<file path="config.mk">
export PLATFORM = sky130hd
export DESIGN_NAME = wait_for_graph_cycle_detector_unit_flat
export DESIGN_NICKNAME = d
export VERILOG_FILES = /design/src/hdl/wfg_pkg.sv /design/src/hdl/wfg_req_if.sv /design/src/hdl/wfg_rsp_if.sv /design/src/hdl/wfg_front.sv /design/src/hdl/wfg_queue.sv /design/src/hdl/wfg_back.sv /design/src/hdl/wait_for_graph_cycle_detector_unit.sv /design/src/flat_wrapper.sv
export VERILOG_INCLUDE_DIRS = /design/src /design/src/hdl
export SDC_FILE = /design/constraint.sdc
export NUM_CORES = 1
export LEC_CHECK = 0
export ABC_AREA = 0
export BUFFER_PORTS_ARGS = -buffer_cell sky130_fd_sc_hd__buf_2
export CORE_MARGIN = 2
export CORE_UTILIZATION = 45
export CTS_BUF_LIST = sky130_fd_sc_hd__clkbuf_4
export DETAILED_ROUTE_END_ITERATION = 7
export PLACE_DENSITY = 0.63
export SKIP_LAST_GASP = 1
export SYNTH_ARGS = -nofsm -noshare
export SYNTH_HDL_FRONTEND = slang
export SYNTH_SLANG_ARGS = --single-unit
</file>
<file path="constraint.sdc">
create_clock -name clk_i -period 8 [get_ports clk_i]
set_clock_uncertainty 0.05 [all_clocks]
set_input_delay 0.4 -clock clk_i [delete_from_list [all_inputs] [get_ports clk_i]]
set_output_delay 0.4 -clock clk_i [all_outputs]
set_load 0.005 [all_outputs]
</file>
<file path="src/hdl/assert_macros.svh">
// Assertion helpers shared by the graph detector modules.
`ifndef ASSERT_MACROS_SVH
`define ASSERT_MACROS_SVH
`ifndef SYNTHESIS
`define ASSERT_HOLDS(label, clk, rst_n, prop) \
  label: assert property (@(posedge clk) disable iff (!rst_n) (prop)) \
    else $error("wfg assertion failed");
`define ASSERT_IMPLIES(label, clk, rst_n, ante, cons) \
  label: assert property (@(posedge clk) disable iff (!rst_n) (ante) |-> (cons)) \
    else $error("wfg assertion failed");
`else
`define ASSERT_HOLDS(label, clk, rst_n, prop)
`define ASSERT_IMPLIES(label, clk, rst_n, ante, cons)
`endif
`endif

</file>
<file path="src/hdl/wfg_pkg.sv">
`timescale 1ns / 1ps
package wfg_pkg;

  localparam int MAX_NODES_DEF = 16;

  localparam int OPCODE_W = 2;
  localparam int NODE_W   = 4;
  localparam int COUNT_W  = 5;

  localparam logic [OPCODE_W-1:0] OP_ADD_EDGE   = 2'd0;
  localparam logic [OPCODE_W-1:0] OP_ADD_VERTEX = 2'd1;
  localparam logic [OPCODE_W-1:0] OP_CLEAR      = 2'd2;

  // config port
  localparam int APB_DATA_W = 32;
  localparam int CFG_ADDR_W = 3;
  localparam int REG_IDX_W  = 1;
  localparam logic [REG_IDX_W-1:0] REG_INIT_COUNT = 1'b0;
  localparam logic [COUNT_W-1:0]   INIT_COUNT_RST = 5'd16;

  localparam int QUEUE_DEPTH = 2;

  typedef enum logic [1:0] {
    CMD_KEEP,
    CMD_EDGE,
    CMD_CLEAR
  } cmd_kind_e;

  typedef struct packed {
    cmd_kind_e          kind;
    logic               accepted;
    logic [COUNT_W-1:0] node_count;
    logic [NODE_W-1:0]  from_node;
    logic [NODE_W-1:0]  to_node;
  } wfg_cmd_t;

endpackage

</file>
<file path="src/hdl/wfg_req_if.sv">
`timescale 1ns / 1ps
interface wfg_req_if;
  logic                          valid;
  logic                          ready;
  logic [wfg_pkg::OPCODE_W-1:0]  opcode;
  logic [wfg_pkg::NODE_W-1:0]    from_node;
  logic [wfg_pkg::NODE_W-1:0]    to_node;

  modport source (output valid, output opcode, output from_node, output to_node,
                  input ready);
  modport sink (input valid, input opcode, input from_node, input to_node,
                output ready);
endinterface

</file>
<file path="src/hdl/wfg_rsp_if.sv">
`timescale 1ns / 1ps
interface wfg_rsp_if;
  logic                        valid;
  logic                        ready;
  logic                        accepted;
  logic                        cycle_present;
  logic [wfg_pkg::COUNT_W-1:0] node_count;

  modport source (output valid, output accepted, output cycle_present,
                  output node_count, input ready);
  modport sink (input valid, input accepted, input cycle_present,
                input node_count, output ready);
endinterface

</file>
<file path="src/hdl/wfg_front.sv">
`timescale 1ns / 1ps
`include "assert_macros.svh"
module wfg_front #(
  parameter int MAX_NODES = wfg_pkg::MAX_NODES_DEF
) (
  input  logic                        clk_i,
  input  logic                        rst_ni,
  input  logic [wfg_pkg::COUNT_W-1:0] init_count_i,
  wfg_req_if.sink                     req_i,
  output wfg_pkg::wfg_cmd_t           cmd_o,
  output logic                        cmd_valid_o,
  input  logic                        cmd_ready_i
);

  localparam int CNT_W = $clog2(MAX_NODES + 1);
  localparam int CMP_W = (CNT_W > wfg_pkg::COUNT_W) ? CNT_W : wfg_pkg::COUNT_W;

  logic [CNT_W-1:0] live_q, live_d;
  logic             fire;
  logic             ok;
  wfg_pkg::cmd_kind_e kind;

  // saturate a count to the node capacity
  function automatic logic [CNT_W-1:0] clamp_count(input logic [wfg_pkg::COUNT_W-1:0] n);
    logic [CMP_W-1:0] ext;
    ext = CMP_W'(n);
    if (ext > CMP_W'(MAX_NODES)) begin
      return CNT_W'(MAX_NODES);
    end
    return CNT_W'(ext);
  endfunction

  assign fire        = req_i.valid && req_i.ready;
  assign req_i.ready = cmd_ready_i;
  assign cmd_valid_o = req_i.valid;

  always_comb begin
    live_d = live_q;
    ok     = 1'b0;
    kind   = wfg_pkg::CMD_KEEP;
    unique case (req_i.opcode)
      wfg_pkg::OP_ADD_EDGE: begin
        ok = (CMP_W'(req_i.from_node) < CMP_W'(live_q)) &&
             (CMP_W'(req_i.to_node) < CMP_W'(live_q));
        kind = ok ? wfg_pkg::CMD_EDGE : wfg_pkg::CMD_KEEP;
      end
      wfg_pkg::OP_ADD_VERTEX: begin
        // the new node never carries edges, so only the count moves
        ok = live_q < CNT_W'(MAX_NODES);
        if (ok) begin
          live_d = live_q + 1'b1;
        end
      end
      wfg_pkg::OP_CLEAR: begin
        ok     = 1'b1;
        kind   = wfg_pkg::CMD_CLEAR;
        live_d = clamp_count(init_count_i);
      end
      default: begin
        ok = 1'b0;
      end
    endcase
  end

  assign cmd_o.kind       = kind;
  assign cmd_o.accepted   = ok;
  assign cmd_o.node_count = wfg_pkg::COUNT_W'(live_d);
  assign cmd_o.from_node  = req_i.from_node;
  assign cmd_o.to_node    = req_i.to_node;

  always_ff @(posedge clk_i or negedge rst_ni) begin
    if (!rst_ni) begin
      live_q <= clamp_count(wfg_pkg::INIT_COUNT_RST);
    end else if (fire) begin
      live_q <= live_d;
    end
  end

  `ASSERT_IMPLIES(a_live_moves_on_request, clk_i, rst_ni, !$stable(live_q), $past(fire))

endmodule

</file>
<file path="src/hdl/wfg_queue.sv">
`timescale 1ns / 1ps
`include "assert_macros.svh"
module wfg_queue (
  input  logic              clk_i,
  input  logic              rst_ni,
  input  logic              in_valid_i,
  output logic              in_ready_o,
  input  wfg_pkg::wfg_cmd_t in_data_i,
  output logic              out_valid_o,
  input  logic              out_ready_i,
  output wfg_pkg::wfg_cmd_t out_data_o
);

  localparam int DEPTH = wfg_pkg::QUEUE_DEPTH;
  localparam int PTR_W = (DEPTH > 1) ? $clog2(DEPTH) : 1;
  localparam int CW    = $clog2(DEPTH + 1);

  wfg_pkg::wfg_cmd_t slots_q [DEPTH];
  logic [PTR_W-1:0]  wptr_q, rptr_q;
  logic [CW-1:0]     cnt_q;
  logic              push, pop;

  assign in_ready_o  = cnt_q != CW'(DEPTH);
  assign out_valid_o = cnt_q != '0;
  assign out_data_o  = slots_q[rptr_q];
  assign push        = in_valid_i && in_ready_o;
  assign pop         = out_valid_o && out_ready_i;

  always_ff @(posedge clk_i) begin
    if (push) begin
      slots_q[wptr_q] <= in_data_i;
    end
  end

  always_ff @(posedge clk_i or negedge rst_ni) begin
    if (!rst_ni) begin
      wptr_q <= '0;
      rptr_q <= '0;
      cnt_q  <= '0;
    end else begin
      if (push) begin
        wptr_q <= (wptr_q == PTR_W'(DEPTH - 1)) ? '0 : wptr_q + 1'b1;
      end
      if (pop) begin
        rptr_q <= (rptr_q == PTR_W'(DEPTH - 1)) ? '0 : rptr_q + 1'b1;
      end
      if (push && !pop) begin
        cnt_q <= cnt_q + 1'b1;
      end else if (pop && !push) begin
        cnt_q <= cnt_q - 1'b1;
      end
    end
  end

  `ASSERT_HOLDS(a_queue_fill_tracks, clk_i, rst_ni, (push && !pop) |=> (cnt_q == $past(cnt_q) + 1'b1))

endmodule

</file>
<file path="src/hdl/wfg_back.sv">
`timescale 1ns / 1ps
`include "assert_macros.svh"
module wfg_back #(
  parameter int MAX_NODES = wfg_pkg::MAX_NODES_DEF
) (
  input  logic              clk_i,
  input  logic              rst_ni,
  input  wfg_pkg::wfg_cmd_t cmd_i,
  input  logic              cmd_valid_i,
  output logic              cmd_ready_o,
  wfg_rsp_if.source         rsp_o
);

  localparam int IDX_W = $clog2(MAX_NODES);

  localparam logic [1:0] ST_IDLE   = 2'd0;
  localparam logic [1:0] ST_SEARCH = 2'd1;
  localparam logic [1:0] ST_EMIT   = 2'd2;

  logic [1:0] st_q, st_d;

  logic [MAX_NODES-1:0] rows_q [MAX_NODES];
  logic [MAX_NODES-1:0] reach_q, reach_d, done_q, done_d;
  logic [MAX_NODES-1:0] pend, pick, sel_row;
  logic                 cycle_q, cycle_d;
  logic [IDX_W-1:0]     src_q, src_d;
  logic [IDX_W-1:0]     src_idx, dst_idx;
  logic [wfg_pkg::COUNT_W-1:0] hold_cnt_q, hold_cnt_d;

  logic out_valid_q, out_acc_q, out_cyc_q;
  logic [wfg_pkg::COUNT_W-1:0] out_cnt_q;
  logic out_free, pop, load, set_edge, clr_all;
  logic ld_acc, ld_cyc;
  logic [wfg_pkg::COUNT_W-1:0] ld_cnt;

  assign out_free    = !out_valid_q || rsp_o.ready;
  assign cmd_ready_o = (st_q == ST_IDLE) && out_free;
  assign pop         = cmd_valid_i && cmd_ready_o;
  assign src_idx     = IDX_W'(cmd_i.from_node);
  assign dst_idx     = IDX_W'(cmd_i.to_node);

  // lowest pending node of the reach set and its row
  always_comb begin
    pend    = reach_q & ~done_q;
    pick    = pend & (~pend + MAX_NODES'(1));
    sel_row = '0;
    for (int j = 0; j < MAX_NODES; j++) begin
      sel_row = sel_row | (rows_q[j] & {MAX_NODES{pick[j]}});
    end
  end

  always_comb begin
    st_d       = st_q;
    reach_d    = reach_q;
    done_d     = done_q;
    cycle_d    = cycle_q;
    src_d      = src_q;
    hold_cnt_d = hold_cnt_q;
    load       = 1'b0;
    ld_acc     = 1'b0;
    ld_cyc     = cycle_q;
    ld_cnt     = hold_cnt_q;
    set_edge   = 1'b0;
    clr_all    = 1'b0;
    unique case (st_q)
      ST_IDLE: begin
        if (pop) begin
          ld_acc = cmd_i.accepted;
          ld_cnt = cmd_i.node_count;
          case (cmd_i.kind)
            wfg_pkg::CMD_CLEAR: begin
              clr_all = 1'b1;
              cycle_d = 1'b0;
              ld_cyc  = 1'b0;
              load    = 1'b1;
            end
            wfg_pkg::CMD_EDGE: begin
              set_edge = 1'b1;
              if (cycle_q || (src_idx == dst_idx)) begin
                cycle_d = 1'b1;
                ld_cyc  = 1'b1;
                load    = 1'b1;
              end else begin
                // new cycle exactly when the destination already reaches the source
                st_d       = ST_SEARCH;
                reach_d    = MAX_NODES'(1) << dst_idx;
                done_d     = '0;
                src_d      = src_idx;
                hold_cnt_d = cmd_i.node_count;
              end
            end
            default: begin
              load = 1'b1;
            end
          endcase
        end
      end
      ST_SEARCH: begin
        if (pend == '0) begin
          st_d = ST_EMIT;
        end else begin
          reach_d = reach_q | sel_row;
          done_d  = done_q | pick;
          if (sel_row[src_q]) begin
            cycle_d = 1'b1;
            st_d    = ST_EMIT;
          end
        end
      end
      ST_EMIT: begin
        if (out_free) begin
          load   = 1'b1;
          ld_acc = 1'b1;
          st_d   = ST_IDLE;
        end
      end
      default: begin
        st_d = ST_IDLE;
      end
    endcase
  end

  always_ff @(posedge clk_i or negedge rst_ni) begin
    if (!rst_ni) begin
      for (int r = 0; r < MAX_NODES; r++) begin
        rows_q[r] <= '0;
      end
    end else if (clr_all) begin
      for (int r = 0; r < MAX_NODES; r++) begin
        rows_q[r] <= '0;
      end
    end else if (set_edge) begin
      rows_q[src_idx][dst_idx] <= 1'b1;
    end
  end

  always_ff @(posedge clk_i or negedge rst_ni) begin
    if (!rst_ni) begin
      st_q        <= ST_IDLE;
      cycle_q     <= 1'b0;
      out_valid_q <= 1'b0;
    end else begin
      st_q    <= st_d;
      cycle_q <= cycle_d;
      if (load) begin
        out_valid_q <= 1'b1;
      end else if (rsp_o.ready) begin
        out_valid_q <= 1'b0;
      end
    end
  end

  always_ff @(posedge clk_i) begin
    reach_q    <= reach_d;
    done_q     <= done_d;
    src_q      <= src_d;
    hold_cnt_q <= hold_cnt_d;
    if (load) begin
      out_acc_q <= ld_acc;
      out_cyc_q <= ld_cyc;
      out_cnt_q <= ld_cnt;
    end
  end

  assign rsp_o.valid         = out_valid_q;
  assign rsp_o.accepted      = out_acc_q;
  assign rsp_o.cycle_present = out_cyc_q;
  assign rsp_o.node_count    = out_cnt_q;

  `ASSERT_IMPLIES(a_cycle_drops_on_clear, clk_i, rst_ni, $fell(cycle_q), $past(pop) && ($past(cmd_i.kind) == wfg_pkg::CMD_CLEAR))
  `ASSERT_HOLDS(a_search_progress, clk_i, rst_ni, (st_q == ST_SEARCH) |=> ((st_q == ST_EMIT) || ($countones(done_q) == $countones($past(done_q)) + 1)))

endmodule

</file>
<file path="src/hdl/wait_for_graph_cycle_detector_unit.sv">
// Results: clear, add vertex, rejected requests, self loops and edges on an already
//   cyclic graph load the registered result straight from the idle state; any other
//   new edge first walks the nodes reached from its destination, then loads the
//   result from the emit state.
// Throughput: one request per cycle into a 2-entry queue while it has room; the back end runs one
//   request at a time, paced by the one-row-per-cycle reachability walk.
// Reset: asynchronous, active low; empty graph, no cycle, count = min(16, MAX_NODES).
`timescale 1ns / 1ps
module wait_for_graph_cycle_detector_unit #(
  parameter int MAX_NODES = wfg_pkg::MAX_NODES_DEF
) (
  input  logic                             clk_i,
  input  logic                             rst_ni,
  wfg_req_if.sink                          req_i,
  wfg_rsp_if.source                        rsp_o,
  input  logic                             psel,
  input  logic                             penable,
  input  logic                             pwrite,
  input  logic [wfg_pkg::CFG_ADDR_W-1:0]   paddr,
  input  logic [wfg_pkg::APB_DATA_W-1:0]   pwdata,
  output logic [wfg_pkg::APB_DATA_W-1:0]   prdata,
  output logic                             pready
);

  // Configuration: one register, initial_node_count, at byte address 0.
  logic [wfg_pkg::COUNT_W-1:0] init_cnt_q;
  logic                        reg_hit;
  logic                        cfg_wr;

  // Front end to queue, queue to back end.
  wfg_pkg::wfg_cmd_t front_cmd, back_cmd;
  logic              front_valid, front_ready;
  logic              back_valid, back_ready;

  assign pready  = 1'b1;
  assign reg_hit = paddr[wfg_pkg::CFG_ADDR_W-1:2] == wfg_pkg::REG_INIT_COUNT;
  assign cfg_wr  = psel && penable && pwrite && pready && reg_hit;

  // Read back the stored count, zero for addresses past the register list.
  assign prdata = reg_hit ? wfg_pkg::APB_DATA_W'(init_cnt_q) : '0;

  always_ff @(posedge clk_i or negedge rst_ni) begin
    if (!rst_ni) begin
      init_cnt_q <= wfg_pkg::INIT_COUNT_RST;
    end else if (cfg_wr) begin
      init_cnt_q <= pwdata[wfg_pkg::COUNT_W-1:0];
    end
  end

  // Front end: validate the request against the live count, advance that count,
  // and hand the back end a command that says what to do with the matrix.
  wfg_front #(
    .MAX_NODES (MAX_NODES)
  ) u_front (
    .clk_i        (clk_i),
    .rst_ni       (rst_ni),
    .init_count_i (init_cnt_q),
    .req_i        (req_i),
    .cmd_o        (front_cmd),
    .cmd_valid_o  (front_valid),
    .cmd_ready_i  (front_ready)
  );

  // Short queue so the front keeps taking requests while a search runs.
  wfg_queue u_queue (
    .clk_i       (clk_i),
    .rst_ni      (rst_ni),
    .in_valid_i  (front_valid),
    .in_ready_o  (front_ready),
    .in_data_i   (front_cmd),
    .out_valid_o (back_valid),
    .out_ready_i (back_ready),
    .out_data_o  (back_cmd)
  );

  // Back end: own the adjacency matrix and the sticky cycle flag; on a new edge that
  // is no self loop and meets no cycle yet, walk reachability from its destination
  // one row per cycle, then drive the registered result.
  wfg_back #(
    .MAX_NODES (MAX_NODES)
  ) u_back (
    .clk_i       (clk_i),
    .rst_ni      (rst_ni),
    .cmd_i       (back_cmd),
    .cmd_valid_i (back_valid),
    .cmd_ready_o (back_ready),
    .rsp_o       (rsp_o)
  );

endmodule

</file>
<file path="src/flat_wrapper.sv">
// flat-port wrapper written by rule: the top's interface ports become plain ports
module wait_for_graph_cycle_detector_unit_flat 
#(
  parameter int MAX_NODES = wfg_pkg::MAX_NODES_DEF
)
  (clk_i, rst_ni, psel, penable, pwrite, paddr, pwdata, prdata, pready, req_i_valid, req_i_opcode, req_i_from_node, req_i_to_node, req_i_ready, rsp_o_valid, rsp_o_accepted, rsp_o_cycle_present, rsp_o_node_count, rsp_o_ready);
  wfg_req_if req_i_i ();
  wfg_rsp_if rsp_o_i ();
  input  logic clk_i;
  input  logic rst_ni;
  input  logic psel;
  input  logic penable;
  input  logic pwrite;
  input  logic [wfg_pkg::CFG_ADDR_W-1:0] paddr;
  input  logic [wfg_pkg::APB_DATA_W-1:0] pwdata;
  output logic [wfg_pkg::APB_DATA_W-1:0] prdata;
  output logic pready;
  input wire logic [$bits(req_i_i.valid)-1:0] req_i_valid;
  input wire logic [$bits(req_i_i.opcode)-1:0] req_i_opcode;
  input wire logic [$bits(req_i_i.from_node)-1:0] req_i_from_node;
  input wire logic [$bits(req_i_i.to_node)-1:0] req_i_to_node;
  output wire logic [$bits(req_i_i.ready)-1:0] req_i_ready;
  output wire logic [$bits(rsp_o_i.valid)-1:0] rsp_o_valid;
  output wire logic [$bits(rsp_o_i.accepted)-1:0] rsp_o_accepted;
  output wire logic [$bits(rsp_o_i.cycle_present)-1:0] rsp_o_cycle_present;
  output wire logic [$bits(rsp_o_i.node_count)-1:0] rsp_o_node_count;
  input wire logic [$bits(rsp_o_i.ready)-1:0] rsp_o_ready;
  assign req_i_i.valid = req_i_valid;
  assign req_i_i.opcode = req_i_opcode;
  assign req_i_i.from_node = req_i_from_node;
  assign req_i_i.to_node = req_i_to_node;
  assign req_i_ready = req_i_i.ready;
  assign rsp_o_valid = rsp_o_i.valid;
  assign rsp_o_accepted = rsp_o_i.accepted;
  assign rsp_o_cycle_present = rsp_o_i.cycle_present;
  assign rsp_o_node_count = rsp_o_i.node_count;
  assign rsp_o_i.ready = rsp_o_ready;
  wait_for_graph_cycle_detector_unit #(.MAX_NODES(MAX_NODES)) u_core (.clk_i(clk_i), .rst_ni(rst_ni), .req_i(req_i_i), .rsp_o(rsp_o_i), .psel(psel), .penable(penable), .pwrite(pwrite), .paddr(paddr), .pwdata(pwdata), .prdata(prdata), .pready(pready));
endmodule
</file>
# [Word level (Yosys, flattened, before mapping)]
# Memory sizes are Yosys's and may differ from the RTL's.
# Cells that the tools add are included.
[op_classes] n_addsub=6 order_cmp=9 eq_ne=15 n_shift=1 muxes=65 bitwise_logic=41 n_reduce_logical=28
[op_table] operator="$mux W256" n=2
[op_table] operator="$and A16 B16 Y16" n=18
[op_table] operator="$or A16 B16 Y16" n=17
[op_table] operator="$or A256 B256 Y256" n=1
[op_table] operator="$mux W16" n=9
[op_table] operator="$demux W16 S4" n=1
[op_table] operator="$pmux W16 S2" n=2
[op_table] operator="$not A16 Y16" n=2
[op_table] operator="$mux W5" n=6
[op_table] operator="$mux W1" n=27
[op_table] operator="$add A16 B1 Y16 const B" n=1
[op_table] operator="$logic_not A16 Y1" n=1
[op_table] operator="$mux W2" n=8
[op_table] operator="$shl A1 B4 Y16 const A" n=1
[op_table] operator="$ne A2 B2 Y1 const B" n=6
[op_table] operator="$logic_and A1 B1 Y1" n=11
[op_table] operator="$lt A4 B5 Y1" n=2
[op_table] operator="$lt A4 B5 Y1 const B" n=2
[op_table] operator="$pmux W5 S2" n=1
[op_table] operator="$reduce_and A5 Y1" n=2
[op_table] operator="$reduce_bool A2 Y1" n=5
[op_table] operator="$pmux W1 S2" n=4
[op_table] operator="$eq A2 B1 Y1 const B" n=3
[op_table] operator="$eq A2 B2 Y1 const B" n=3
[op_table] operator="24 further kinds" n=30
[word_totals] ff_bits=322 ramBits=32 out_inout_bits=42 word_cells=197 mem_count=1
[memory_table] name="u_core.u_queue.slots_q" depth=2 word_bits=16 rd=1 rd_clocked_by_memory_dff=0 write_ports=1 line_no="wfg_queue.sv:18" source="wfg_pkg::wfg_cmd_t slots_q [DEPTH];"

# [Depth between registers and ports, before layout]
# Gate-level depths: netlist (run 1).
[depth] ltp_word=26 depth_mapped=13 depth_no_buf=10

# [By module]
# A second synthesis (run 1) with hierarchy kept.
[hier_totals] hier_cells=1654 hier_area_um2=16588.4
[modules_own_cells] mod="wfg_back" n_inst=1 cells_per_inst=1451 area_per_inst_um2=13975.9 seq_area_each_um2=7947.6
[modules_own_cells] mod="wfg_queue" n_inst=1 cells_per_inst=68 area_per_inst_um2=1402.6 seq_area_each_um2=1061.0
[modules_own_cells] mod="wfg_front" n_inst=1 cells_per_inst=89 area_per_inst_um2=742.0 seq_area_each_um2=126.4
[modules_own_cells] mod="wait_for_graph_cycle_detector_unit" n_inst=1 cells_per_inst=46 area_per_inst_um2=467.9 seq_area_each_um2=126.4

# [Worst setup path after synthesis (run 1)]
# Ideal clock, no wire load.
[synth_path] path_kind="register -> register" from="register u_core.u_queue.rptr_q" to="register u_core.u_back.done_q[0], enable pin" arrival_ps=2989 setup_slack_ps=4584 stages_incl_launch_ff=9 synth_period_minus_slack_ps=3416 cell_sequence="dfrtp_1 clkbuf_1 clkbuf_1 buf_1 mux2i_1 ha_1 nand2_1 nor2_1 o21ba_2"
[synth_between] elab_chain_cells=5 word_cells_on_any_way=7 classes_between="eq/ne (4); reduce/logical (2); memory (1)"
[synth_rtl] element="start, declared" line_no="wfg_queue.sv:19" source="logic [PTR_W-1:0] wptr_q, rptr_q;"
[synth_rtl] element="start signal, assigned" line_no="wfg_queue.sv:45" source="rptr_q <= (rptr_q == PTR_W'(DEPTH - 1)) ? '0 : rptr_q + 1'b1;"
[synth_rtl] element="$mem_v2 Z2 W16 (*)"
[synth_rtl] element="$eq A4 B4 Y1" line_no="wfg_back.sv:79" source="if (cycle_q || (src_idx == dst_idx)) begin"
[synth_rtl] element="$logic_or A1 B1 Y1" line_no="wfg_back.sv:79"
[synth_rtl] element="$ne A2 B2 Y1 (no line)"
[synth_rtl] element="$reduce_and A5 Y1 (no line) (*)"
[synth_rtl] element="end signal, assigned" line_no="wfg_back.sv:155" source="done_q <= done_d;"
[synth_rtl] element="end, declared" line_no="wfg_back.sv:23" source="logic [MAX_NODES-1:0] reach_q, reach_d, done_q, done_d;"
# Every way passes the cells marked *; elsewhere a longest branch is shown, timed or not.
# A chain may end at the register's enable or synchronous reset.

==> results.sh, run 1 <==
export IMPL_crit_arrival_ns=4.70
export IMPL_ys_ff_latch=354
export IMPL_vias_per_cell=5.90
export IMPL_whs_endpoint="u_core.u_queue.slots_q[1][13]"
export IMPL_num_rows=69
export IMPL_min_period_over_period=0.548
export IMPL_antenna_found_initial=3
export IMPL_finalHoldViolCount=0
export IMPL_finalNonFillerCells=2256
export IMPL_crit_chain="mux2i_1 -> inv_1 -> xnor2_1 -> nor3_1 -> a31oi_1 -> nand2_1 -> nor2_1 -> o21ba_2"
export IMPL_place_area_um2=16800
export IMPL_min_delay_path_depth=3
export IMPL_cts_sinks=354
export IMPL_synth_commonest_cells="nor2_1 (342), a21oi_1 (293), dfrtp_1 (272)"
export IMPL_drt_total_wl_um=49000
export IMPL_power_per_cell_area_nw_per_um2=324
export IMPL_maxCapViolCount=0
export IMPL_start_util=0.455
export IMPL_syn_to_final_growth_pct=13.1
export IMPL_rrSetupSlack_ns=3.62
export IMPL_synth_most_common_cell="nor2_1"
export IMPL_p_comb_frac=0.307
export IMPL_clk_pin_slew_ns=0.07
export IMPL_synth_top_area_cell="dfrtp_1"
export IMPL_outcome="complete, no violations"
export IMPL_core_area_um2=35500
export IMPL_dp_cells=2066
export IMPL_die_y_um=193
export IMPL_ys_seq_area_frac=0.574
export IMPL_pre_cts_ws_ns=3.70
export IMPL_crit_path_end_kind="flip-flop"
export IMPL_cp_required_ns=8.32
export IMPL_worstSetupPathType="flip-flop to flip-flop"
export IMPL_worst_setup_path_start_kind="flip-flop"
export IMPL_setup_violations=0
export IMPL_portBuffers=36
export IMPL_post_dp_hpwl_um=30800
export IMPL_grt_usage=0.260
export IMPL_reg2reg_from="u_core.u_queue.rptr_q"
export IMPL_cp_depth=8
export IMPL_post_route_drc_count=0
export IMPL_drive_above_1_share=0.166
export IMPL_fin_area_um2=18300
export IMPL_path_delay_family="compound AO/OA/AOI/OAI gates"
export IMPL_synthTopCellsByArea="dfrtp_1 (42%), edfxtp_1 (15%), a21oi_1 (9.1%)"
export IMPL_worst_pin_slew_ns=1.35
export IMPL_post_cts_repair_setup_buffers=0
export IMPL_drt_iter0_markers=1581
export IMPL_cts_buffers=94
export IMPL_gp_congestion=0.943
export IMPL_maxSlewHeadroom=0.0887
export IMPL_fin_crit_ns=4.38
export IMPL_cpMaxStageDelayCell="dfrtp_1"
export IMPL_dieWidth_um=193
export IMPL_syn_inst=1631
export IMPL_post_cts_resized=0
export IMPL_first_pass_iters=6
export IMPL_ir_drop_mv=0.195
export IMPL_ys_warn_count=0
export IMPL_cpPeakStageDelay_ns=1.05
export IMPL_synth_edff_count=80
export IMPL_worstPathMaxFanout=32
export IMPL_p_clk_frac=0.292
export IMPL_reg2reg_to="u_core.u_back.reach_q[8]"
export IMPL_grt_pass1_wl_um=75700
export IMPL_setup_ws_ns=3.62
export IMPL_clk_path_buf_depth=3
export IMPL_htreeDepth=3
export IMPL_post_route_util=0.515
export IMPL_critPathBufInv=1
export IMPL_ys_async_sr_fraction=0.774
export IMPL_yosysUniqueCellTypes=76
export IMPL_syn_cell_area_um2=16100
export IMPL_root_buffer="clkbuf_4"
export IMPL_seqPwrFrac=0.401
export IMPL_max_freq_mhz=228
export IMPL_post_synth_top_area_fraction=0.422
export IMPL_clk_latency_ns=0.79
export IMPL_switchingPower_mw=2.29
export IMPL_tritoncts="done"
export IMPL_io_pins=94
export IMPL_fin_nets=1783
export IMPL_min_path_type="input port to flip-flop"
export IMPL_p_int_mw=3.63
export IMPL_power_leakage_nw=8.31
export IMPL_grt_max_degree=204
export IMPL_wl_per_cell_um=21.7
export IMPL_switching_share=0.386
export IMPL_slew_viol_final=0
export IMPL_die_area_um2=37400
export IMPL_setup_tns_ns=0
export IMPL_grt_pass1_vias=12900
export IMPL_hold_path_startpoint="req_i_opcode[1]"
export IMPL_syn_area_per_cell_um2=9.90
export IMPL_reg2regPathDepth=8
export IMPL_grt_setup_unrepaired="no"
export IMPL_gr_total_overflow=0
export IMPL_detail_route_antenna_nets=0
export IMPL_vias=13300
export IMPL_ys_flop_type="dfrtp_1"
-- repair_timing --
item / in CTS / in global routing
hold buffers: 16 / 0
hold endpoints to repair: 105 / 0
endpoints found under the setup margin: 0 / 0
-- power groups by stage --
stage / Clock, mW / Sequential (mW) / Combinational (mW)
after floorplan: 0 / 2.32 / 1.16
after global placement: 0 / 2.39 / 1.76
after detailed placement: 0 / 2.40 / 1.78
after CTS: 1.76 / 2.37 / 1.79
after global routing: 1.87 / 2.41 / 1.95
final: 1.73 / 2.37 / 1.81
-- cells in the final DEF (no fill, tap or decap), types with 5 or more instances in the layout --
cell type | netlist | layout
a221oi_1 | 11 | 11
buf_4 | 29 | 40
a22oi_1 | 19 | 19
nor2_2 | 1 | 16
nand3_1 | 20 | 20
ha_1 | 14 | 14
a21oi_1 | 293 | 293
o31ai_1 | 11 | 11
nor4_1 | 6 | 6
nor2_1 | 342 | 327
xnor2_1 | 6 | 6
and3_1 | 13 | 13
conb_1 | 2 | 28
dfrtp_1 | 272 | 272
a31oi_1 | 5 | 5
o21ai_0 | 48 | 48
clkinv_1 | 1 | 10
a32oi_1 | 6 | 6
a22o_1 | 16 | 16
mux2_2 | 18 | 18
nand2_1 | 79 | 79
a221o_1 | 8 | 8
dlygate4sd3_1 | 0 | 16
nand4_1 | 16 | 16
inv_1 | 24 | 24
edfxtp_1 | 80 | 80
a211oi_1 | 5 | 5
nand4b_1 | 5 | 5
buf_2 | 11 | 35
nor2b_1 | 24 | 24
a222oi_1 | 19 | 19
mux2i_1 | 8 | 8
clkbuf_4 | 0 | 155
nand2b_1 | 27 | 27
o211ai_1 | 6 | 6
nor3_1 | 14 | 14
-- sequential cells by signal, indices dropped and copies added (netlist names), 2 cells and up --
register,flops
u_core.u_back.rsp_o.node_count,5
u_core.u_front.live_q,5
u_core.u_back.st_q,2
u_core.u_back.reach_q,16
u_core.u_back.done_q,16
u_core.u_back.rows_q,256
u_core.u_back.hold_cnt_q,5
u_core.u_back.src_q,4
u_core.init_cnt_q,5
u_core.u_queue.cnt_q,2
u_core.u_queue.slots_q,32
-- layout make-up --
type	count	area, um^2
multi-input cells	1147	6310
well taps	461	577
fillers	3287	17200
diodes	3	7.51
clock buffers	155	1160
flip-flops and latches	354	9260
inverters	26	97.6
repair buffers	94	691
clock inverters	16	145
-- metrics by stage --
step | hold WS (ns) | total power [mW]
floorplan | 0.0544 | 3.48
global placement | 0.400 | 4.15
global route | 0.0280 | 6.22
CTS | 0.0151 | 5.92
detailed placement | 0.406 | 4.17
finish | 0.0728 | 5.92
-- metal layers --
layer,wire length [um],share of wire,track usage
met5,0,0,0
met4,1570,0.032,0.113
met2,22500,0.46,0.398
met1,20800,0.42,0.357
met3,4140,0.084,0.0601
-- kinds of logic after synthesis --
logic type | Yosys count | share of synthesized area
adder cells (fa/ha/maj) | 14 | 0.0109
multiplexers | 26 | 0.0175
buffers and inverters | 156 | 0.0443
XOR/XNOR | 8 | 0.00434
other | 2 | 0.000465
AND/OR/NAND/NOR | 584 | 0.165
AO/OA/AOI/OAI | 487 | 0.184
flip-flops | 354 | 0.574
-- how the worst max path moves through the flow --
stage	slack, ns	startpoint	end
final	3.62	u_core.u_queue.rptr_q	u_core.u_back.reach_q[8]
after global routing	3.26	u_core.u_queue.rptr_q	u_core.u_back.reach_q[8]
after CTS	3.62	u_core.u_queue.rptr_q	u_core.u_back.reach_q[8]
after detailed placement	3.70	u_core.u_queue.rptr_q	u_core.u_back.done_q[0]
after global placement	3.76	u_core.u_queue.rptr_q	u_core.u_back.done_q[0]
after floorplan	4.58	u_core.u_queue.rptr_q	u_core.u_back.done_q[0]
-- worst min-delay path, delay by kind of cell --
| kind | cells | cell delay [ns] |
|---|---|---|
| adders and majority gates | 1 | 0.15 |
| buffers and inverters | 1 | 0.10 |
| and+or+nand+nor | 1 | 0.06 |
No activity file was read; power rests on OpenSTA's default activity.
==> run 2, diff against run 1 <==
==> constraint.sdc (replaced) <==
create_clock -name clk_i -period 4.2 [get_ports clk_i]
set_clock_uncertainty 0.05 [all_clocks]
set_input_delay 0.21 -clock clk_i [delete_from_list [all_inputs] [get_ports clk_i]]
set_output_delay 0.21 -clock clk_i [all_outputs]
set_load 0.005 [all_outputs]
==> run 2 against run 1 <==
Sequential cell count did not move. Register-to-register slack got worse by 3.2 ns. First-iteration DRC count fell by 11%. Routed wire length fell by 0.96%. Global-route usage fell by 0.16 points. Clock power rose by 81%. Critical endpoint is now u_core.u_back.st_q[1]. Largest cell class unchanged. Highest routed layer unchanged.
==> results.sh, run 2 (same netlist as run 1, synthesis figures left out) <==
export IMPL_worstSetupPathType="flip-flop to flip-flop"
export IMPL_worstPathMaxFanout=21
export IMPL_seqCellArea_um2=9260
export IMPL_reg2regPathDepth=11
export IMPL_dp_cells=2097
export IMPL_cpMaxStageDelayCell="a2111oi_0"
export IMPL_grt_pass1_wl_um=75300
export IMPL_reg2reg_from="u_core.u_back.done_q[0]"
export IMPL_setup_violations=0
export IMPL_drt_iter0_markers=1400
export IMPL_fin_crit_ns=3.77
export IMPL_num_rows=69
export IMPL_reg2reg_to="u_core.u_back.st_q[1]"
export IMPL_use_met1=0.353
export IMPL_drt_total_wl_um=48500
export IMPL_core_area_um2=35500
export IMPL_detail_route_antenna_nets=0
export IMPL_io_pins=94
export IMPL_portBuffers=36
export IMPL_wl_per_cell_um=21.1
export IMPL_post_cts_resized=0
export IMPL_outcome="complete, no violations"
export IMPL_worst_setup_path_start_kind="flip-flop"
export IMPL_multiInputGateArea_um2=6260
export IMPL_grt_usage=0.259
export IMPL_reg_largest_list="u_core.u_back.rows_q (256), u_core.u_queue.slots_q (32)"
export IMPL_min_period_over_period=0.898
export IMPL_maxSlewHeadroom=0.240
export IMPL_power_per_cell_area_nw_per_um2=602
export IMPL_post_dp_hpwl_um=31700
export IMPL_fin_nets=1822
export IMPL_place_area_um2=17000
export IMPL_crit_chain="and2b_4 -> nor3_2 -> buf_4 -> a222oi_1 -> o31ai_1 -> a2111oi_0 -> a311o_1 -> nand4_1 -> nor2_1 -> o221ai_1 -> and2_1"
export IMPL_worst_pin_slew_ns=1.14
export IMPL_cts_sinks=354
export IMPL_post_route_util=0.520
export IMPL_power_leakage_nw=8.48
export IMPL_root_buffer="clkbuf_4"
export IMPL_grt_pass1_vias=13100
export IMPL_maxCapViolCount=0
export IMPL_ir_drop_mv=0.416
export IMPL_tritoncts="done"
export IMPL_setup_tns_ns=0
export IMPL_clk_latency_ns=0.79
export IMPL_grt_max_degree=135
export IMPL_clk_pin_slew_ns=0.06
export IMPL_top_usage_layer="met2"
export IMPL_max_freq_mhz=265
export IMPL_htreeDepth=3
export IMPL_start_util=0.455
export IMPL_drive_above_1_share=0.171
export IMPL_die_area_um2=37400
export IMPL_met2_usage=0.393
export IMPL_rrSetupSlack_ns=0.43
export IMPL_dieWidth_um=193
export IMPL_antenna_found_initial=2
export IMPL_fill_cells=3291
export IMPL_cpPeakStageDelay_ns=0.79
export IMPL_layout_common_cells="nor2_1 (342), a21oi_1 (293), dfrtp_1 (272), clkbuf_4 (158), edfxtp_1 (80)"
export IMPL_pre_cts_ws_ns=0.517
export IMPL_die_y_um=193
export IMPL_gr_total_overflow=0
export IMPL_finalNonFillerCells=2296
export IMPL_clk_path_buf_depth=3
export IMPL_vias=13400
export IMPL_largest_register_ffs=256
export IMPL_grt_setup_unrepaired="no"
export IMPL_setup_ws_ns=0.429
export IMPL_fin_area_um2=18500
export IMPL_grt_use_met3=0.0635
export IMPL_cts_buffers=95
export IMPL_gp_congestion=0.944
export IMPL_min_path_type="input port to async pin"
export IMPL_syn_to_final_growth_pct=14.3
export IMPL_first_pass_iters=7
export IMPL_final_common_cell="nor2_1"
export IMPL_post_route_drc_count=0
export IMPL_top_register="u_core.u_back.rows_q"
export IMPL_slew_viol_final=0
export IMPL_cp_required_ns=4.80
export IMPL_vias_per_cell=5.85
export IMPL_finalHoldViolCount=0
export IMPL_crit_arrival_ns=4.37
export IMPL_crit_path_end_kind="flip-flop"
[run 2: how the worst max path moves through the flow]
stage	from	endpoint	slack [ns]	depth (start not counted)
floorplan	u_core.u_queue.rptr_q	u_core.u_back.done_q[0]	0.78	8
global placement	u_core.u_back.done_q[0]	u_core.u_back.st_q[1]	0.53	11
detailed placement	u_core.u_back.done_q[0]	u_core.u_back.cycle_q	0.52	11
CTS	u_core.u_back.done_q[0]	u_core.u_back.cycle_q	0.52	11
global route	u_core.u_back.done_q[0]	u_core.u_back.st_q[1]	0.15	11
finish	u_core.u_back.done_q[0]	u_core.u_back.st_q[1]	0.43	11
[run 2: what timing repair did]
item,in CTS,in global routing
hold buffers,23,0
endpoints found under the hold margin,164,0
setup buffers,0,0
[run 2: layer usage]
metal	wire [um]	vias up
met4	1890	0
met2	21900	598
met1	20700	6649
met5	0	-
met3	4020	123
li1	-	6068
[run 2: power by group]
part,switching [mW],internal (mW)
clock,1.45,1.68
combinational,2.49,1.00
sequential,0.335,4.16
total,4.27,6.84
[run 2: through the flow]
stage | hold WS (ns) | power (mW)
finish | 0.132 | 11.1
global route | 0.0712 | 11.7
CTS | 0.0694 | 11.1
detailed placement | 0.379 | 7.94
global placement | 0.375 | 7.89
floorplan | -0.136 | 6.64
[run 2: worst max-delay path: cells and delay by family, from the launching register on]
kind                   cells  cell delay, ns
AO/OA/AOI/OAI              5            1.87
buffers and inverters      1            0.22
flip-flops                 1            0.40
AND/OR/NAND/NOR            5            1.11
[run 2: final cells by class]
type,count,share of cell area
Antenna cell,3,0.000407
Clock buffer,158,0.0643
Timing Repair Buffer,132,0.0545
Sequential cell,354,0.502
Clock inverter,15,0.00305
Inverter,26,0.00529
Multi-Input combinational cell,1147,0.339
Tap cell,461,0.0313
==> run 3, diff against run 2 <==
--- a/config.mk
+++ b/config.mk
@@ -12,8 +12,11 @@
 export CORE_UTILIZATION = 45
 export CTS_BUF_LIST = sky130_fd_sc_hd__clkbuf_4
 export DETAILED_ROUTE_END_ITERATION = 7
+export MAX_ROUTING_LAYER = met4
 export PLACE_DENSITY = 0.63
+export RECOVER_POWER = 100
 export SKIP_LAST_GASP = 1
+export SLEW_MARGIN = 5
 export SYNTH_ARGS = -nofsm -noshare
 export SYNTH_HDL_FRONTEND = slang
 export SYNTH_SLANG_ARGS = --single-unit
==> run 3 against run 2 <==
Routed wire length rose by 0.33%. Critical endpoint is now u_core.u_back.rows_q[160]. Sequential cell count unchanged. Maximum frequency decreased by 0.23%. Critical path depth is 3 lower. Worst hold slack better by 0.076 ns. Critical path type unchanged. Sequential power barely moved. Clock-buffer cell count down 11. Cell area is 1.1% lower. The run now ends with capacitance limit, slew limit left. First-iteration DRC count is 5.0% higher. Sequential share of layout area grew 0.54 points.
==> results.sh, run 3 (same netlist as run 1, synthesis figures left out) <==
export IMPL_drive_above_1_share=0.136
export IMPL_fin_nets=1820
export IMPL_fill_cells=3313
export IMPL_crit_start="u_core.u_queue.rptr_q"
export IMPL_gp_congestion=0.971
export IMPL_reg2reg_to="u_core.u_back.rows_q[160]"
export IMPL_maxSlewHeadroom=-0.973
export IMPL_ir_drop_mv=0.552
export IMPL_fin_area_um2=18300
export IMPL_power_per_cell_area_nw_per_um2=604
export IMPL_die_area_um2=37400
export IMPL_tritoncts="done"
export IMPL_gr_total_overflow=0
export IMPL_grt_pass1_vias=13100
export IMPL_drt_total_wl_um=48700
export IMPL_portBuffers=36
export IMPL_core_area_um2=35500
export IMPL_setup_violations=0
export IMPL_outcome="finished with violations"
export IMPL_post_route_drc_count=0
export IMPL_min_period_over_period=0.900
export IMPL_cpMaxStageDelayCell="clkbuf_1"
export IMPL_io_pins=94
export IMPL_multiInputGateArea_um2=6230
export IMPL_cp_required_ns=4.86
export IMPL_reg_largest_list="u_core.u_back.rows_q (256), u_core.u_queue.slots_q (32)"
export IMPL_setup_tns_ns=0
export IMPL_power_leakage_nw=8.30
export IMPL_root_buffer="clkbuf_4"
export IMPL_wl_per_cell_um=21.3
export IMPL_dieWidth_um=193
export IMPL_max_freq_mhz=265
export IMPL_num_rows=69
export IMPL_post_cts_repair_setup_buffers=0
export IMPL_hold_worst_slack_ns=0.208
export IMPL_clk_pin_slew_ns=0.06
export IMPL_top_register="u_core.u_back.rows_q"
export IMPL_largest_register_ffs=256
export IMPL_endpoint="u_core.u_back.rows_q[160]"
export IMPL_post_dp_hpwl_um=32100
export IMPL_grt_setup_unrepaired="no"
export IMPL_cts_buffers=94
export IMPL_grt_use_met3=0.0577
export IMPL_min_path_type="input port to flip-flop"
export IMPL_crit_path_end_kind="flip-flop"
export IMPL_clk_latency_ns=0.80
export IMPL_cpPeakStageDelay_ns=0.98
export IMPL_reg2regPathDepth=8
export IMPL_fin_crit_ns=3.78
export IMPL_worstPathMaxFanout=16
export IMPL_violations="capacitance limit, slew limit"
export IMPL_worst_setup_path_start_kind="flip-flop"
export IMPL_hold_buffers=23
export IMPL_crit_chain="clkbuf_1 -> nand2b_1 -> o32a_1 -> or3_1 -> nor2_1 -> clkbuf_1 -> a21oi_1 -> nor2_1"
export IMPL_antenna_found_initial=2
export IMPL_crit_arrival_ns=4.44
export IMPL_grt_usage=0.268
export IMPL_die_y_um=193
export IMPL_vias=13500
export IMPL_rrSetupSlack_ns=0.42
export IMPL_worstSetupPathType="flip-flop to flip-flop"
export IMPL_syn_to_final_growth_pct=13.1
export IMPL_place_area_um2=17000
export IMPL_vias_per_cell=5.88
export IMPL_hold_path_startpoint="req_i_to_node[0]"
export IMPL_use_met1=0.360
export IMPL_reg2reg_from="u_core.u_queue.rptr_q"
export IMPL_first_pass_iters=8
export IMPL_start_util=0.455
export IMPL_worst_pin_slew_ns=2.96
export IMPL_top_usage_layer="met2"
export IMPL_grt_pass1_wl_um=75700
export IMPL_cts_sinks=354
export IMPL_maxCapViolCount=1
export IMPL_post_route_util=0.515
export IMPL_final_common_cell="nor2_1"
export IMPL_seqCellArea_um2=9260
export IMPL_grt_max_degree=114
export IMPL_htreeDepth=3
export IMPL_slew_viol_final=114
export IMPL_drt_iter0_markers=1470
export IMPL_layout_common_cells="nor2_1 (342), a21oi_1 (293), dfrtp_1 (272), clkbuf_4 (148), edfxtp_1 (80)"
export IMPL_detail_route_antenna_nets=0
export IMPL_finalHoldViolCount=0
export IMPL_met2_usage=0.393
export IMPL_post_cts_resized=0
export IMPL_clk_path_buf_depth=3
==> run 3: critical path: cells and delay by family, from the launching register on <==
| kind | cells | cell delay (ns) |
|---|---|---|
| buffers and inverters | 2 | 1.51 |
| flip-flops | 1 | 0.78 |
| AND/OR/NAND/NOR | 4 | 0.90 |
| AO/OA/AOI/OAI | 2 | 0.50 |
==> run 3: power breakdown <==
part | switching (mW) | total, mW | leakage (nW) | internal [mW]
Sequential | 0.361 | 4.52 | 4.55 | 4.16
Combinational | 2.44 | 3.39 | 3.02 | 0.954
Clock | 1.43 | 3.12 | 0.735 | 1.70
Total | 4.23 | 11.0 | 8.30 | 6.81
==> run 3: worst min path at each step <==
stage / endpoint / depth (start not counted)
floorplan: u_core.init_cnt_q[0] / 0
global placement: u_core.u_back.rows_q[224] / 1
detailed placement: u_core.u_back.rows_q[224] / 1
CTS: u_core.u_back.rows_q[236] / 2
global route: u_core.u_queue.slots_q[0][7] / 2
finish: u_core.u_queue.slots_q[1][0] / 2
==> run 3: layer usage <==
| layer | wire [um] | part of all wire | vias up |
|---|---|---|---|
| li1 | - | - | 6046 |
| met5 | 0 | 0 | - |
| met3 | 4170 | 0.086 | 129 |
| met1 | 20600 | 0.42 | 6649 |
| met2 | 22000 | 0.45 | 627 |
| met4 | 1890 | 0.039 | 0 |
==> run 3: layout make-up <==
cell class,instances,share of cell area
Clock buffer,147,0.0604
Clock inverter,20,0.00699
Tap cell,461,0.0316
Timing Repair Buffer,131,0.0473
Multi-Input combinational cell,1147,0.341
Sequential cell,354,0.507
Antenna cell,2,0.000274
Inverter,26,0.00534
==> run 3: through the flow <==
| step | cells | setup WS (ns) | power, mW |
|---|---|---|---|
| after floorplan | 1657 | 0.784 | 6.64 |
| after global placement | 2096 | 0.659 | 7.87 |
| after detailed placement | 2096 | 0.606 | 7.94 |
| after CTS | 2286 | 0.561 | 11.1 |
| after global routing | 2288 | 0.148 | 11.6 |
| final | 2288 | 0.420 | 11.0 |
